### src/rtl/gtkcs_pkg.sv
// shared constants for the grouped top-k camera select block
package gtkcs_pkg;

  localparam int DEF_MAX_CAMS    = 16;  // score store depth
  localparam int RESULT_LIMIT    = 16;  // most selections per set
  localparam int GROUP_COUNT     = 4;   // fixed groups taken first
  localparam int GROUP_SIZE      = 3;   // cameras per group
  localparam int GROUPED_MIN     = 12;  // cameras needed for the group pass
  localparam int SCORE_W         = 16;
  localparam int LIMIT_W         = 5;
  localparam int INDEX_OUT_W     = 4;
  localparam int MAX_COUNT_RESET = 4;

endpackage

### src/rtl/gtkcs_ram.sv
// generic simple dual-port ram with registered read
module gtkcs_ram #(
  parameter int WIDTH = 16,
  parameter int DEPTH = 16
) (
  input  logic                     clk,
  input  logic                     we,
  input  logic [$clog2(DEPTH)-1:0] waddr,
  input  logic [WIDTH-1:0]         wdata,
  input  logic [$clog2(DEPTH)-1:0] raddr,
  output logic [WIDTH-1:0]         rdata
);

  logic [WIDTH-1:0] mem [DEPTH];

  always_ff @(posedge clk) begin
    if (we) begin
      mem[waddr] <= wdata;
    end
    rdata <= mem[raddr];
  end

endmodule

### src/rtl/grouped_top_k_camera_select.sv
// top level of the grouped top-k camera select block
//
// Cameras stream in one score per item (tlast closes the set); each item is
// written to a score ram. After the closing item the block drops ready and
// works out the selection with one shared compare unit that scans the ram
// one entry per cycle: a decision state, then one pass per selected camera.
// In the grouped case (12 or more cameras, max_count of 4 or more) the first
// four passes cover three cameras each, every other pass covers all n loaded
// cameras. When the set fits within max_count no scan runs. Emission then
// walks the selection mask in ascending order one camera per cycle, holding
// on a chosen camera while the output is stalled; one result item per chosen
// camera, tlast on the final one. A max_count of 0 gives one item with tuser
// low. Only cameras up to MAX_CAMS are stored; extra scores of a set are
// dropped. The output register lets the next set start loading while the
// last result still waits.
module grouped_top_k_camera_select
  import gtkcs_pkg::*;
#(
  parameter int MAX_CAMS = DEF_MAX_CAMS
) (
  input  logic         clk,
  input  logic         rst,
  // configuration: max_count
  input  logic         cfg_we,
  input  logic [4:0]   cfg_wdata,
  // input items
  input  logic         s_axis_tvalid,
  output logic         s_axis_tready,
  input  logic [15:0]  s_axis_tdata,   // [15:0] score
  input  logic         s_axis_tlast,   // last camera of the set
  // result items
  output logic         m_axis_tvalid,
  input  logic         m_axis_tready,
  output logic [7:0]   m_axis_tdata,   // [3:0] cam_index, [7:4] zero
  output logic         m_axis_tuser,   // [0] valid_res
  output logic         m_axis_tlast    // end_of_run
);

  localparam int IW = $clog2(MAX_CAMS);       // ram index width
  localparam int CW = $clog2(MAX_CAMS + 1);   // camera count width
  localparam int NW = (CW > LIMIT_W) ? CW : LIMIT_W;  // compare width

  typedef enum logic [2:0] {
    ST_IDLE,
    ST_DECIDE,
    ST_SETUP,
    ST_SCAN,
    ST_EMIT,
    ST_EMPTY
  } state_t;

  state_t                state;
  logic [LIMIT_W-1:0]    max_count;
  logic [CW-1:0]         count;        // cameras loaded in open set
  logic [CW-1:0]         n;            // cameras in closed set
  logic [LIMIT_W-1:0]    limit;
  logic [LIMIT_W-1:0]    total;        // selections to emit
  logic [LIMIT_W-1:0]    emitted;
  logic [LIMIT_W-1:0]    pick;         // selection pass number
  logic                  grouped;
  logic [MAX_CAMS-1:0]   selected_mask;

  // scan unit
  logic [IW-1:0]         rd_idx;
  logic [CW-1:0]         hi;
  logic                  issuing;
  logic                  cmp_v;
  logic                  cmp_last;
  logic [IW-1:0]         cmp_idx;
  logic                  best_v;
  logic [IW-1:0]         best_idx;
  logic [SCORE_W-1:0]    best_score;
  logic [SCORE_W-1:0]    rdata;

  // emission
  logic [CW-1:0]         eidx;

  // output register
  logic                  out_valid;
  logic [INDEX_OUT_W-1:0] out_index;
  logic                  out_vres;
  logic                  out_end;

  logic                  in_acc;
  logic                  room;
  logic [CW-1:0]         count_next;
  logic                  ram_we;
  logic [LIMIT_W-1:0]    lim;
  logic [NW-1:0]         n_ext;
  logic [NW-1:0]         lim_ext;
  logic [MAX_CAMS-1:0]   all_mask;
  logic [NW-1:0]         grp_lo;
  logic                  grp_pass;
  logic                  cand;
  logic [IW-1:0]         best_idx_next;
  logic                  slot_free;
  logic                  emit_end;

  assign s_axis_tready = (state == ST_IDLE);
  assign in_acc        = s_axis_tvalid && s_axis_tready;
  assign room          = (count < CW'(MAX_CAMS));
  assign count_next    = room ? count + CW'(1) : count;
  assign ram_we        = in_acc && room;

  // clamp max_count to the result limit
  assign lim     = (max_count > LIMIT_W'(RESULT_LIMIT)) ? LIMIT_W'(RESULT_LIMIT) : max_count;
  assign n_ext   = NW'(n);
  assign lim_ext = NW'(lim);

  always_comb begin
    for (int i = 0; i < MAX_CAMS; i++) begin
      all_mask[i] = (CW'(i) < n);
    end
  end

  // first index of group number pick: 3 * pick
  assign grp_lo   = (NW'(pick) << 1) + NW'(pick);
  assign grp_pass = grouped && (pick < LIMIT_W'(GROUP_COUNT));

  // compare stage: strict greater keeps the lower index on a tie
  assign cand = cmp_v && !selected_mask[cmp_idx] && (!best_v || (rdata > best_score));
  assign best_idx_next = cand ? cmp_idx : best_idx;

  assign slot_free = !out_valid || m_axis_tready;
  assign emit_end  = (emitted + LIMIT_W'(1)) == total;

  gtkcs_ram #(
    .WIDTH (SCORE_W),
    .DEPTH (MAX_CAMS)
  ) u_score_ram (
    .clk   (clk),
    .we    (ram_we),
    .waddr (count[IW-1:0]),
    .wdata (s_axis_tdata),
    .raddr (rd_idx),
    .rdata (rdata)
  );

  always_ff @(posedge clk) begin
    if (rst) begin
      state         <= ST_IDLE;
      max_count     <= LIMIT_W'(MAX_COUNT_RESET);
      count         <= '0;
      selected_mask <= '0;
      out_valid     <= 1'b0;
      issuing       <= 1'b0;
      cmp_v         <= 1'b0;
      best_v        <= 1'b0;
    end else begin
      if (cfg_we) begin
        max_count <= cfg_wdata;
      end
      if (out_valid && m_axis_tready) begin
        out_valid <= 1'b0;
      end

      unique case (state)
        ST_IDLE: begin
          if (in_acc) begin
            count <= count_next;
            if (s_axis_tlast) begin
              n     <= count_next;
              count <= '0;
              state <= ST_DECIDE;
            end
          end
        end

        ST_DECIDE: begin
          limit   <= lim;
          pick    <= '0;
          grouped <= (n_ext >= NW'(GROUPED_MIN)) && (lim >= LIMIT_W'(GROUP_COUNT));
          eidx    <= '0;
          emitted <= '0;
          if (lim == '0) begin
            selected_mask <= '0;
            state         <= ST_EMPTY;
          end else if (n_ext <= lim_ext) begin
            // whole set fits: take every camera
            selected_mask <= all_mask;
            total         <= LIMIT_W'(n);
            state         <= ST_EMIT;
          end else begin
            selected_mask <= '0;
            total         <= lim;
            state         <= ST_SETUP;
          end
        end

        ST_SETUP: begin
          // group pass covers three cameras, fill pass the whole set
          if (grp_pass) begin
            rd_idx <= IW'(grp_lo);
            hi     <= CW'(grp_lo + NW'(GROUP_SIZE));
          end else begin
            rd_idx <= '0;
            hi     <= n;
          end
          issuing <= 1'b1;
          cmp_v   <= 1'b0;
          best_v  <= 1'b0;
          state   <= ST_SCAN;
        end

        ST_SCAN: begin
          if (issuing) begin
            cmp_v    <= 1'b1;
            cmp_idx  <= rd_idx;
            cmp_last <= (CW'(rd_idx) == hi - CW'(1));
            rd_idx   <= rd_idx + IW'(1);
            if (CW'(rd_idx) == hi - CW'(1)) begin
              issuing <= 1'b0;
            end
          end else begin
            cmp_v <= 1'b0;
          end
          if (cand) begin
            best_v     <= 1'b1;
            best_idx   <= cmp_idx;
            best_score <= rdata;
          end
          if (cmp_v && cmp_last) begin
            selected_mask[best_idx_next] <= 1'b1;
            cmp_v <= 1'b0;
            if (pick + LIMIT_W'(1) == limit) begin
              state <= ST_EMIT;
            end else begin
              pick  <= pick + LIMIT_W'(1);
              state <= ST_SETUP;
            end
          end
        end

        ST_EMIT: begin
          if (selected_mask[eidx[IW-1:0]]) begin
            if (slot_free) begin
              out_valid <= 1'b1;
              out_index <= eidx[INDEX_OUT_W-1:0];
              out_vres  <= 1'b1;
              out_end   <= emit_end;
              emitted   <= emitted + LIMIT_W'(1);
              eidx      <= eidx + CW'(1);
              if (emit_end) begin
                state <= ST_IDLE;
              end
            end
          end else begin
            eidx <= eidx + CW'(1);
          end
        end

        ST_EMPTY: begin
          // empty selection: one item with no camera
          if (slot_free) begin
            out_valid <= 1'b1;
            out_index <= '0;
            out_vres  <= 1'b0;
            out_end   <= 1'b1;
            state     <= ST_IDLE;
          end
        end

        default: begin
          state <= ST_IDLE;
        end
      endcase
    end
  end

  assign m_axis_tvalid = out_valid;
  assign m_axis_tdata  = {4'b0000, out_index};
  assign m_axis_tuser  = out_vres;
  assign m_axis_tlast  = out_end;

endmodule
### config.mk
export PLATFORM = sky130hd
export DESIGN_NAME = grouped_top_k_camera_select
export DESIGN_NICKNAME = d
export VERILOG_FILES = /design/src/rtl/gtkcs_pkg.sv /design/src/rtl/gtkcs_ram.sv /design/src/rtl/grouped_top_k_camera_select.sv
export SDC_FILE = /design/constraint.sdc
export NUM_CORES = 1
export LEC_CHECK = 0
export ABC_AREA = 1
export BUFFER_PORTS_ARGS = -buffer_cell sky130_fd_sc_hd__clkbuf_2
export CORE_UTILIZATION = 32
export DETAILED_ROUTE_END_ITERATION = 8
export PLACE_DENSITY = 0.48
export SYNTH_ARGS = -nofsm -noshare
export SYNTH_HDL_FRONTEND = slang
export SYNTH_SLANG_ARGS = --single-unit
### constraint.sdc
create_clock -name clk -period 6.59 [get_ports clk]
set_clock_uncertainty 0.15 [all_clocks]
set_input_delay 0 -clock clk [delete_from_list [all_inputs] [get_ports clk]]
set_output_delay 0 -clock clk [all_outputs]
set_load 0.005 [all_outputs]
**After elaboration in Yosys (flattened, before gate mapping)**

Memories as Yosys holds them, arrays and structs flattened. A register that Yosys moved wholly into a read port is not among the register bits.
Cells that the tools add are included.

- Muxes and demuxes: 64
- Add/sub/neg operators: 8
- Reductions and logical operators: 36
- Bitwise operators: 3
- Divide/modulo/power cells: 0
- Shift-type cells: 0
- Magnitude comparators: 27
- Equal/unequal tests: 19
- Multipliers: 0

Operators by type and width:

| kind | count |
|---|---|
| $mux W5 | 11 |
| $mux W16 | 3 |
| $lt A4 B5 Y1 const A | 8 |
| $pmux W16 S2 | 1 |
| $mux W3 | 10 |
| $pmux W5 S2 | 3 |
| $mux W4 | 6 |
| $add A5 B1 Y5 const B | 4 |
| $lt A3 B5 Y1 const A | 4 |
| $mux W1 | 18 |
| $pmux W3 S6 | 1 |
| $gt A16 B16 Y1 | 1 |
| $ne A2 B2 Y1 const B | 8 |
| $or A16 B16 Y16 | 1 |
| $pmux W4 S2 | 2 |
| $lt A4 B5 Y1 const B | 3 |
| $reduce_and A3 Y1 | 5 |
| $pmux W1 S2 | 6 |
| $reduce_and A2 Y1 | 6 |
| $reduce_and A4 Y1 | 3 |
| $eq A5 B5 Y1 | 2 |
| $lt A1 B5 Y1 const A | 2 |
| $lt A2 B5 Y1 const A | 2 |
| $logic_and A1 B1 Y1 | 9 |
| other kinds (27) | 38 |

- Bits in latches: 0
- Bits in registers: 104
- Input port bits: 27
- Memories kept: 1
- ROM bits: 0
- Bits in writable memories: 256

Memories:

| name | depth | width | rd ports | clocked after memory_dff | write ports | RTL line | source |
|---|---|---|---|---|---|---|---|
| u_score_ram.mem | 16 | 16 | 1 | 1 | 1 | gtkcs_ram.sv:14 | `logic [WIDTH-1:0] mem [DEPTH];` |

**Longest topological paths before layout**

Gate-level depths: netlist of the first run.

- Word-level depth: 13
- Mapped depth: 21
- Mapped depth without buffers: 21

**Cells and area by module**

Synthesis of the first run repeated with hierarchy kept, for this count alone.

- Cells, all modules: 1795
- Area, all modules: 17451.7 µm²

By module, submodules not included:

| module | instances | cells each | sequential area each (µm²) | area each (µm²) |
|---|---|---|---|---|
| gtkcs_ram | 1 | 1074 | 8007.7 | 11380.9 |
| grouped_top_k_camera_select | 1 | 721 | 2762.6 | 6070.8 |

**Worst setup path before layout of the first run**

OpenSTA, ideal clock, no wires.

- Kind: reg-to-reg
- From: register best_score[15]
- To: register best_score[0] (enable)
- Setup time: 0.390 ns
- Data arrival time: 2.117 ns
- Period minus slack after synthesis: 2.657 ns
- Stages on the path, launching flop included: 11
- Data required time: 6.050 ns
- Slack: 3.933 ns
- Cell sequence: edfxtp_1 > inv_1 > ha_1 > nand2_1 > nor3_1 > nand2_1 > nand2_1 > nand2_1 > nand2_2 > nand2_8 > nor2_1

- Cells in the longest elaborated chain, start to end: 4

RTL lines:

| element | RTL line | source |
|---|---|---|
| from (decl) | grouped_top_k_camera_select.sv:72 | `logic [SCORE_W-1:0] best_score;` |
| from (signal assigned) | grouped_top_k_camera_select.sv:220 | `best_score <= rdata;` |
| $gt A16 B16 Y1 | grouped_top_k_camera_select.sv:121 | `assign cand = cmp_v && !selected_mask[cmp_idx] && (!best_v \|\| (rdata > best_score));` |
| $logic_or A1 B1 Y1 | grouped_top_k_camera_select.sv:121 |  |
| $logic_and A1 B1 Y1 | grouped_top_k_camera_select.sv:121 |  |
| $reduce_and A3 Y1 (no source line) | -- |  |

No other way between the ends.
A chain may end at the register's enable or synchronous reset.

**Final worst setup path of the first run**

- From: register rd_idx[1]
- To: register rd_idx[3], data pin

- Cells in the longest elaborated chain, start to end: 3

RTL lines:

| element | RTL line | source |
|---|---|---|
| from (decl) | grouped_top_k_camera_select.sv:64 | `logic [IW-1:0] rd_idx;` |
| from (signal assigned) | grouped_top_k_camera_select.sv:193 | `rd_idx <= IW'(grp_lo);` |
| from (signal assigned) | grouped_top_k_camera_select.sv:210 | `rd_idx <= rd_idx + IW'(1);` |
| $add A4 B1 Y4 | grouped_top_k_camera_select.sv:210 |  |
| $mux W4 | grouped_top_k_camera_select.sv:206 | `if (issuing) begin` |
| $pmux W4 S2 | grouped_top_k_camera_select.sv:157 | `unique case (state)` |

No other way between the ends. The select of a mux whose other input is x is not followed.

==> results of run 1 <==
[tightest hold or removal path, delay by kind of cell]
kind	cells	cell delay [ns]
AO/OA/AOI/OAI	1	0.10
buffers and inverters	3	0.68
AND/OR/NAND/NOR	1	0.06
[power by group]
| group | switching (W) | internal (W) |
|---|---|---|
| Sequential | 0.0000990 | 0.00274 |
| Combinational | 0.000476 | 0.000233 |
| Clock | 0.000970 | 0.00142 |
[cells by family (layout without fill, tap and decap cells)]
| logic type | count (synthesis) | after routing | share of synthesized area |
|---|---|---|---|
| buf+inv | 188 | 301 | 0.0457 |
| flops | 375 | 375 | 0.660 |
| simple gates | 517 | 517 | 0.140 |
| compound gates | 306 | 306 | 0.111 |
| fa+ha+maj | 35 | 35 | 0.0273 |
| other cells | 1 | 4 | 0.000230 |
| xor+xnor | 29 | 29 | 0.0156 |
[cells in the final DEF (no fill, tap or decap), types with 6 or more instances in the layout]
cell type,count
nor2_4,9
nor2_1,129
nand2_4,11
o221ai_1,13
buf_4,25
a221oi_1,19
o211ai_1,6
nor3_1,9
dlygate4sd3_1,38
a21oi_1,73
a21oi_2,17
nand3_1,54
o21ai_0,131
clkbuf_8,8
nand2_1,255
clkbuf_2,34
nor2_2,16
xnor2_1,12
nand2_2,7
clkbuf_1,11
inv_1,114
ha_1,34
edfxtp_1,326
clkinv_1,9
dfxtp_1,49
nand4_1,17
o22ai_1,25
xor2_1,17
clkbuf_16,43
[sequential cells by signal, summed over array words and instances, names as in the netlist, 3 cells and up]
name and count:
selected_mask 16, cmp_idx 4, count 5, n 5, total 5, hi 5
eidx 4, out_index 4, u_score_ram.rdata 16, rd_idx 4, best_idx 4, max_count 5
limit 5, u_score_ram.mem 256, best_score 16, pick 5, state 3, emitted 5
[metrics by stage]
step	std cells	area, sq um	hold WS, ns
3_3_place_gp	2121	17300	0.0800
6_report	2239	19100	0.194
3_5_place_dp	2121	17300	0.0832
5_1_grt	2239	19100	0.214
4_1_cts	2239	19100	0.166
2_1_floorplan	1454	16300	-0.0511
[cells in the mapped netlist (2+ instances only)]
library cell  count  area [sq um]
a21oi_1          73           365
a21oi_2          17           149
a221oi_1         19           166
a31o_2            2          17.5
a31oi_1           4          25.0
buf_1             3          11.3
buf_2             2          10.0
buf_4             4          30.0
buf_6             3          33.8
clkbuf_1         53           199
clkinv_1          3          11.3
dfxtp_1          49           981
edfxtp_1        326          9790
ha_1             34           425
inv_1           115           432
inv_2             5          18.8
nand2_1         255           957
nand2_2           7          43.8
nand2_4          11           124
nand3_1          54           270
nand4_1          17           106
nor2_1          145           544
nor2_4            9           101
nor3_1            9          45.0
nor4_1            4          25.0
o211ai_1          6          45.0
o211ai_2          2          25.0
o21ai_0         131           656
o21ai_1           5          25.0
o221ai_1         13           114
o22ai_1          25           156
o31ai_1           3          22.5
or2_2             3          18.8
xnor2_1          12           105
xor2_1           17           149
[cell type report]
| cell class | count | area, sq um | share of cell area |
|---|---|---|---|
| clock inverters | 18 | 204 | 0.0107 |
| well taps | 672 | 841 | 0.0440 |
| clock buffers | 62 | 1230 | 0.0642 |
| inverters | 123 | 463 | 0.0242 |
| multi-input cells | 891 | 4860 | 0.254 |
| flip-flops and latches | 375 | 10800 | 0.563 |
| repair buffers | 98 | 758 | 0.0397 |
[worst max path at each step]
stage | start | to | slack (ns) | cells past startpoint
3_5_place_dp | rd_idx[1] | rd_idx[3] | 3.50 | 6
5_1_grt | rd_idx[1] | rd_idx[3] | 3.32 | 6
2_1_floorplan | best_score[15] | best_score[0] | 3.93 | 10
4_1_cts | rd_idx[1] | rd_idx[3] | 3.51 | 6
3_3_place_gp | rd_idx[1] | rd_idx[3] | 3.50 | 6
6_report | rd_idx[1] | rd_idx[3] | 3.47 | 6
[repair_timing]
| action | 4_1_cts | 5_1_grt |
|---|---|---|
| gates resized for setup | 0 | 0 |
| endpoints found under the hold margin | 281 | 0 |
| endpoints found under the setup margin | 0 | 0 |
| setup buffers | 0 | 0 |
| hold buffers | 38 | 0 |
[metal layers]
metal,global-route usage,vias to the layer above,wire length [microns]
met1,0.207,5310,18600
met5,0,-,0
met2,0.259,228,19600
met3,0.0313,53,1890
li1,-,5280,-
met4,0.0486,0,847
==> results.py, run 1 <==
metrics = {
    "layout": {
        "area_delta_synth_final_pct": 17.1,
        "n_fill_cell": 4969,
        "drive_gt1_frac": 0.127,
        "nets": 1594,
        "fin_util": 0.380,
        "n_antenna_cell": 0,
    },
    "critical_path": {
        "crit_chain": "buf_4, nand2_1, inv_1, nand2_1, nor2_1, o22ai_1",
        "crit_path_frequent_cell": "nand2_1",
        "crit_path_end_kind": "flip-flop",
        "critical_path_required_ns": 6.74,
        "start_kind": "flip-flop",
        "cp_max_fo": 38,
        "critPathTopFamily": "buffers and inverters",
        "path_buf_inv": 2,
        "rrSetupSlack_ns": 3.47,
        "r2r_cells": 6,
        "critPathKind": "reg2reg",
        "r2r_start": "rd_idx[1]",
        "cp.arrival_ns": 3.27,
        "r2r-end": "rd_idx[3]",
        "cpMaxStageDelayCell": "inv_1",
        "slowest_delay_ns": 0.85,
    },
    "clocking": {
        "cts_root_buffer": "clkbuf_16",
        "cts_made_buffers": 43,
        "clk_latency_ns": 0.58,
        "cts_tree": "done",
        "htreeDepth": 2,
        "clock_path_buffers": 3,
        "cts_sinks": 375,
        "path_clk_slew_ns": 0.05,
    },
    "flow_run": {
        "drv_cap": 0,
    },
    "floorplanning": {
        "chipHeight_microns": 228,
        "num_rows": 82,
        "dieArea_sq_um": 51900,
        "die_w_microns": 228,
        "ios": 39,
        "core_area_sq_um": 50300,
        "start_util": 0.325,
    },
    "timing": {
        "post-route-min-period_ns": 3.12,
        "finalCritPeriodShare": 0.473,
        "timing.final.hold_violations": 0,
        "tns_ns": 0,
        "finalMaxSlewViolations": 0,
        "layout_setup_ws_ns": 3.47,
        "maxSlewHeadroom": 0.229,
        "rsz0062_at_grt": "false",
        "fmax_mhz": 321,
        "setup_viol": 0,
        "worst_slew_pin_slew_ns": 1.15,
    },
    "global_routing": {
        "grt_max_degree": 134,
        "grt_pass1_vias": 10600,
        "grt.overflow.total": 0,
        "grt_use_total": 0.157,
        "grt_pass1_wl_microns": 62700,
        "antenna_found_initial": 0,
    },
    "placement": {
        "gp_congestion": 0.814,
        "hpwlAfterDp_microns": 25000,
        "dp_slack_ns": 3.50,
        "port_buffers": 34,
    },
    "power_and_ir_drop": {
        "vdd_drop_max_mv": 0.196,
        "total_power_w": 0.00593,
        "p_leak_nw": 6.92,
        "powerDensity_nw_per_um2": 310,
    },
    "synthesis": {
        "ys_warn_count": 0,
        "avgSynthCellArea_sq_um": 11.2,
        "async_reset_ff_frac": 0,
        "synthCells": 1451,
        "yosysSeqAreaShare": 0.660,
        "synthFlopType": "edfxtp_1",
        "synth_area_sq_um": 16300,
        "ys_seq_elements": 375,
        "ys_types": 46,
        "synth_edf_count": 326,
    },
    "routing": {
        "drt_first_pass_iters": 5,
        "drt_iter0_markers": 677,
        "post_drt_wl_per_cell_microns": 18.3,
        "via_count": 10900,
        "drc_errors": 0,
        "wirelength_microns": 41000,
        "ant_nets": 0,
        "vias_per_cell": 4.86,
    },
    "hold_path": {
        "hold_path.startpoint": "m_axis_tready",
        "hold-path-cell-count": 5,
        "hold_class": "in2reg",
        "hold_end": "m_axis_tvalid",
    },
    "run_status": {
        "status": "complete, no violations",
    },
}
Power figures use the tool's default switching activity.
==> run 2, diff against run 1 <==
--- a/config.mk
+++ b/config.mk
@@ -9,7 +9,7 @@
 export BUFFER_PORTS_ARGS = -buffer_cell sky130_fd_sc_hd__clkbuf_2
 export CORE_UTILIZATION = 32
 export DETAILED_ROUTE_END_ITERATION = 8
-export PLACE_DENSITY = 0.48
+export PLACE_DENSITY = 0.5
 export SYNTH_ARGS = -nofsm -noshare
 export SYNTH_HDL_FRONTEND = slang
 export SYNTH_SLANG_ARGS = --single-unit
==> constraint.sdc (replaced) <==
create_clock -name clk -period 2.8 [get_ports clk]
set_clock_uncertainty 0.15 [all_clocks]
set_input_delay 0 -clock clk [delete_from_list [all_inputs] [get_ports clk]]
set_output_delay 0 -clock clk [all_outputs]
set_load 0.005 [all_outputs]
==> run 2 against run 1 <==
Cell area increased by 1.5%. Die area unchanged. Setup slack lost 3.2 ns. Hold slack better by 0.00091 ns. Combinational power increased by 140%. Sequential power up 130%. Clock power is 130% higher. Cell count is 1.4% higher. First-iteration DRC count rose by 9.5%. Non-clock buffer count rose by 34. Register-to-register slack got worse by 3.2 ns.
==> results.py, run 2 (same netlist as run 1, synthesis figures left out) <==
metrics = {
    "flow_run": {
        "drv_cap": 0,
    },
    "critical_path": {
        "critPathLaunch": "max_count[1]",
        "critical_path_required_ns": 3.10,
        "cp_max_fo": 4,
        "start_kind": "flip-flop",
        "critPathTopFamily": "simple AND/OR/NAND/NOR gates",
        "crit_path_end_kind": "flip-flop",
        "r2r_start": "max_count[1]",
        "rrSetupSlack_ns": 0.28,
        "crit_chain": "nor2_1, a21oi_1, nor2_1, inv_1, ha_1, nand2_1, inv_1, nand3_1, o221ai_1, nand2_1, inv_1, nor2_1, o41ai_1, nand2_1, a31oi_1, a21oi_2",
        "cp.arrival_ns": 2.82,
        "slowest_delay_ns": 0.31,
        "critPathKind": "reg2reg",
        "path_buf_inv": 3,
        "cpMaxStageDelayCell": "dfxtp_1",
    },
    "routing": {
        "drt_iter0_markers": 741,
        "vias_per_cell": 4.80,
        "ant_nets": 0,
        "via_count": 10900,
        "drt_first_pass_iters": 5,
        "wirelength_microns": 40700,
        "post_drt_wl_per_cell_microns": 17.9,
        "drc_errors": 0,
    },
    "floorplanning": {
        "core_area_sq_um": 50300,
        "chipHeight_microns": 228,
        "num_rows": 82,
        "die_w_microns": 228,
        "start_util": 0.325,
        "ios": 39,
        "dieArea_sq_um": 51900,
    },
    "timing": {
        "finalMaxSlewViolations": 0,
        "post-route-min-period_ns": 2.52,
        "fmax_mhz": 397,
        "timing.final.hold_violations": 0,
        "finalCritPeriodShare": 0.899,
        "maxSlewHeadroom": 0.543,
        "setup_viol": 0,
        "layout_setup_ws_ns": 0.283,
        "rsz0062_at_grt": "true",
        "worst_slew_pin_slew_ns": 0.680,
    },
    "layout": {
        "final_cell_mix": "edfxtp_1 (326), nand2_1 (254), o21ai_0 (131), nor2_1 (127), inv_1 (113)",
        "final_common_cell": "edfxtp_1",
        "nets": 1627,
        "largest_reg_flops": 256,
        "layout.cells.non_filler": 2270,
        "drive_gt1_frac": 0.149,
        "area_delta_synth_final_pct": 18.9,
        "n_fill_cell": 4911,
        "regMostFlops": "u_score_ram.mem",
    },
    "clocking": {
        "htreeDepth": 2,
        "cts_root_buffer": "clkbuf_16",
        "cts_sinks": 375,
        "clock_path_buffers": 3,
        "cts_made_buffers": 42,
        "clk_latency_ns": 0.57,
        "path_clk_slew_ns": 0.06,
        "cts_tree": "done",
    },
    "global_routing": {
        "grt_use_total": 0.159,
        "grt.overflow.total": 0,
        "antenna_found_initial": 1,
        "grt_max_degree": 134,
        "grt_pass1_vias": 11100,
        "grt_pass1_wl_microns": 64100,
    },
    "run_status": {
        "status": "complete, no violations",
    },
    "hold_path": {
        "hold_class": "in2reg",
        "hold_path.startpoint": "cfg_we",
    },
    "placement": {
        "dp_slack_ns": 0.276,
        "port_buffers": 34,
        "gp_congestion": 0.842,
        "dp_cells": 2154,
        "hpwlAfterDp_microns": 25900,
    },
    "power_and_ir_drop": {
        "powerDensity_nw_per_um2": 717,
        "p_leak_nw": 7.10,
        "vdd_drop_max_mv": 0.464,
    },
}
run 2: cell count changes in the layout (fill, tap and decap cells not counted), sizes merged:
| cell | before | now |
|---|---|---|
| diode | 0 | 1 |
| bufinv | 3 | 4 |
| clkbuf | 96 | 91 |
| buf | 26 | 60 |
run 2: cell type report:
| class | instances | area (sq um) | area share |
|---|---|---|---|
| clock inverters | 19 | 219 | 0.0113 |
| clock buffers | 57 | 1160 | 0.0597 |
| multi-input cells | 891 | 4860 | 0.251 |
| repair buffers | 132 | 1090 | 0.0561 |
| diodes | 1 | 2.50 | 0.000129 |
| well taps | 672 | 841 | 0.0433 |
| flip-flops and latches | 375 | 10800 | 0.555 |
| inverters | 123 | 463 | 0.0239 |
run 2: timing repair:
item | CTS | global route
endpoints found under the setup margin | 0 | 5
gates resized for setup | 0 | 4
hold endpoints to repair | 281 | 0
buffers inserted | 0 | 1
hold buffers | 39 | 0
run 2: worst reg2reg max path, delay by kind of cell, from the launching register on:
kind,cells,cell delay [ns]
buffers and inverters,3,0.28
adder cells (fa/ha/maj),1,0.27
flip-flops,1,0.31
AND/OR/NAND/NOR,7,0.77
AO/OA/AOI/OAI,5,0.64
run 2: path summary, 6_finish.rpt:
| kind | cells past startpoint | endpoint |
|---|---|---|
| worst min register to register | 0 | best_score[15] |
| worst max register to register | 16 | selected_mask[0] |
| worst max-delay path | 16 | selected_mask[0] |
| worst min-delay path | 4 | max_count[3] |
run 2: where the power goes:
| group | total, W | switching, W | leakage, nW | internal (W) |
|---|---|---|---|---|
| logic | 0.00173 | 0.00114 | 3.06 | 0.000588 |
| registers | 0.00666 | 0.000225 | 3.35 | 0.00644 |
| clock network | 0.00552 | 0.00224 | 0.680 | 0.00329 |
run 2: through the flow:
step / util / area, sq um / hold slack, ns / setup TNS [ns] / power, W
after CTS: 0.386 / 19400 / 0.155 / 0 / 0.0141
after global placement: 0.351 / 17600 / 0.0898 / 0 / 0.00844
final: 0.386 / 19400 / 0.195 / 0 / 0.0139
after floorplan: - / 16300 / -0.0511 / 0 / 0.00785
after global routing: 0.386 / 19400 / 0.227 / -0.0516 / 0.0145
after detailed placement: 0.351 / 17600 / 0.0950 / 0 / 0.00846
run 2: per-layer routing:
layer,wire length (microns),global-route usage,vias to the layer above
li1,-,-,5346
met1,18500,0.211,5257
met2,19300,0.264,230
met3,1920,0.0290,67
met4,963,0.0503,2
met5,10,0,-
==> run 3, diff against run 2 <==
--- a/config.mk
+++ b/config.mk
@@ -10,6 +10,7 @@
 export CORE_UTILIZATION = 32
 export DETAILED_ROUTE_END_ITERATION = 8
 export PLACE_DENSITY = 0.5
+export RECOVER_POWER = 50
 export SYNTH_ARGS = -nofsm -noshare
 export SYNTH_HDL_FRONTEND = slang
 export SYNTH_SLANG_ARGS = --single-unit
==> run 3 against run 2 <==
Critical path depth is 10 lower. Die area did not move. Clock power barely moved. Utilization down 0.080 points.
==> results.py, run 3 (same netlist as run 1, synthesis figures left out) <==
metrics = {
    "floorplanning": {
        "start_util": 0.325,
        "core_area_sq_um": 50300,
        "dieArea_sq_um": 51900,
        "die_w_microns": 228,
        "num_rows": 82,
        "chipHeight_microns": 228,
        "ios": 39,
    },
    "power_and_ir_drop": {
        "intPower_w": 0.0103,
        "p_clk_frac": 0.397,
        "power.share.switching": 0.259,
        "switchingPower_w": 0.00360,
        "vdd_drop_max_mv": 0.459,
        "powerDensity_nw_per_um2": 718,
        "p_leak_nw": 7.03,
        "p_seq_frac": 0.479,
        "combinationalPowerShare": 0.124,
    },
    "global_routing": {
        "grt_pass1_vias": 11100,
        "grt_use_total": 0.159,
        "grt_max_degree": 134,
        "grt_pass1_wl_microns": 64100,
        "antenna_found_initial": 1,
        "grt.overflow.total": 0,
    },
    "critical_path": {
        "start_kind": "flip-flop",
        "path_buf_inv": 2,
        "critical_path_required_ns": 3.15,
        "crit_chain": "inv_1, buf_12, nand2_1, a221oi_1, o21ai_0, nand2_1",
        "cpMaxStageDelayCell": "inv_1",
        "cp_max_fo": 32,
        "cp.arrival_ns": 2.90,
        "crit_path_end_kind": "flip-flop",
        "crit_path_frequent_cell": "nand2_1",
        "critPathKind": "reg2reg",
        "critPathTopFamily": "buffers and inverters",
        "slowest_delay_ns": 0.83,
    },
    "timing": {
        "setup_viol": 0,
        "tns_ns": 0,
        "post-route-min-period_ns": 2.55,
        "layout_setup_ws_ns": 0.247,
        "finalCritPeriodShare": 0.912,
        "timing.final.hold_violations": 0,
        "maxSlewHeadroom": 0.258,
        "worst_slew_pin_slew_ns": 1.11,
        "finalMaxSlewViolations": 0,
        "fmax_mhz": 392,
        "rsz0062_at_grt": "true",
    },
    "layout": {
        "drive_gt1_frac": 0.135,
        "largest_reg_flops": 256,
        "multiInputGateArea_sq_um": 4860,
        "regMostFlops": "u_score_ram.mem",
        "final_cell_mix": "edfxtp_1 (326), nand2_1 (254), o21ai_0 (131), nor2_1 (127), inv_1 (114)",
        "area_delta_synth_final_pct": 18.7,
        "seq_area_sq_um": 10800,
        "nets": 1627,
        "n_fill_cell": 4927,
        "final_common_cell": "edfxtp_1",
        "design_area_sq_um": 19400,
    },
    "placement": {
        "dp_slack_ns": 0.276,
        "hpwlAfterDp_microns": 25900,
        "gp_congestion": 0.842,
        "port_buffers": 34,
        "placed_area_sq_um": 17600,
    },
    "run_status": {
        "status": "complete, no violations",
    },
    "clocking": {
        "clock_path_buffers": 3,
        "cts_tree": "done",
        "path_clk_slew_ns": 0.06,
        "cts_sinks": 375,
        "cts_made_buffers": 42,
        "htreeDepth": 2,
        "clk_latency_ns": 0.57,
        "cts_root_buffer": "clkbuf_16",
    },
    "hold_path": {
        "hold_class": "in2reg",
    },
    "routing": {
        "drc_errors": 0,
        "wirelength_microns": 40700,
        "post_drt_wl_per_cell_microns": 17.9,
        "drt_first_pass_iters": 5,
        "drt_iter0_markers": 699,
        "vias_per_cell": 4.79,
        "via_count": 10900,
        "ant_nets": 0,
    },
    "flow_run": {
        "drv_cap": 0,
    },
}
-- run 3: cell count changes in the layout (fill, tap and decap cells not counted) --
cell      before  now
inv_1        113  114
clkbuf_1      11   32
buf_4         53   48
clkinv_2      11   10
clkbuf_2      34   18
-- run 3: per-stage QoR --
step	hold WS (ns)	util	std cells	power, W
finish	0.193	0.385	2270	0.0139
global route	0.227	0.385	2269	0.0145
CTS	0.155	0.386	2269	0.0141
detailed placement	0.0950	0.351	2154	0.00846
global placement	0.0898	0.351	2154	0.00844
floorplan	-0.0511	-	1454	0.00785
-- run 3: path summary, 6_finish.rpt --
path	slack, ns	cells past startpoint	endpoint	start
setup / recovery	0.25	6	u_score_ram.rdata[15]	rd_idx[0]
hold / removal	0.19	4	max_count[3]	cfg_we
setup reg to reg	0.25	6	u_score_ram.rdata[15]	rd_idx[0]
hold reg to reg	0.29	0	best_score[15]	u_score_ram.rdata[15]
-- run 3: power groups by stage --
| stage | sequential, W | clock, W | combinational, W |
|---|---|---|---|
| 5_1_grt | 0.00670 | 0.00587 | 0.00196 |
| 4_1_cts | 0.00666 | 0.00567 | 0.00174 |
| 6_report | 0.00667 | 0.00552 | 0.00173 |
| 3_5_place_dp | 0.00678 | 0 | 0.00168 |
| 2_1_floorplan | 0.00669 | 0 | 0.00116 |
| 3_3_place_gp | 0.00677 | 0 | 0.00167 |
-- run 3: layout make-up --
| type | instances | area share |
|---|---|---|
| Clock buffer | 57 | 0.0598 |
| Sequential cell | 375 | 0.556 |
| Clock inverter | 19 | 0.0113 |
| Inverter | 123 | 0.0238 |
| Tap cell | 672 | 0.0434 |
| Timing Repair Buffer | 132 | 0.0542 |
| Antenna cell | 1 | 0.000129 |
| Multi-Input combinational cell | 891 | 0.251 |
-- run 3: tightest hold or removal path, delay by kind of cell --
family | cells | cell delay [ns]
buf+inv | 3 | 0.74
compound gates | 1 | 0.14
-- run 3: metal layers --
layer / vias up / routed length [microns] / part of all wire / GRT usage
met5: - / 10 / 0.00025 / 0
met3: 67 / 1820 / 0.045 / 0.0290
li1: 5344 / - / - / -
met4: 2 / 966 / 0.024 / 0.0503
met1: 5252 / 18500 / 0.46 / 0.211
met2: 219 / 19400 / 0.48 / 0.264
-- run 3: timing repair --
| item | in CTS | in global routing |
|---|---|---|
| hold buffers | 39 | 0 |
| endpoints found under the setup margin | 0 | 5 |
| resized for setup | 0 | 4 |
| hold endpoints to repair | 281 | 0 |
| buffers inserted | 0 | 1 |
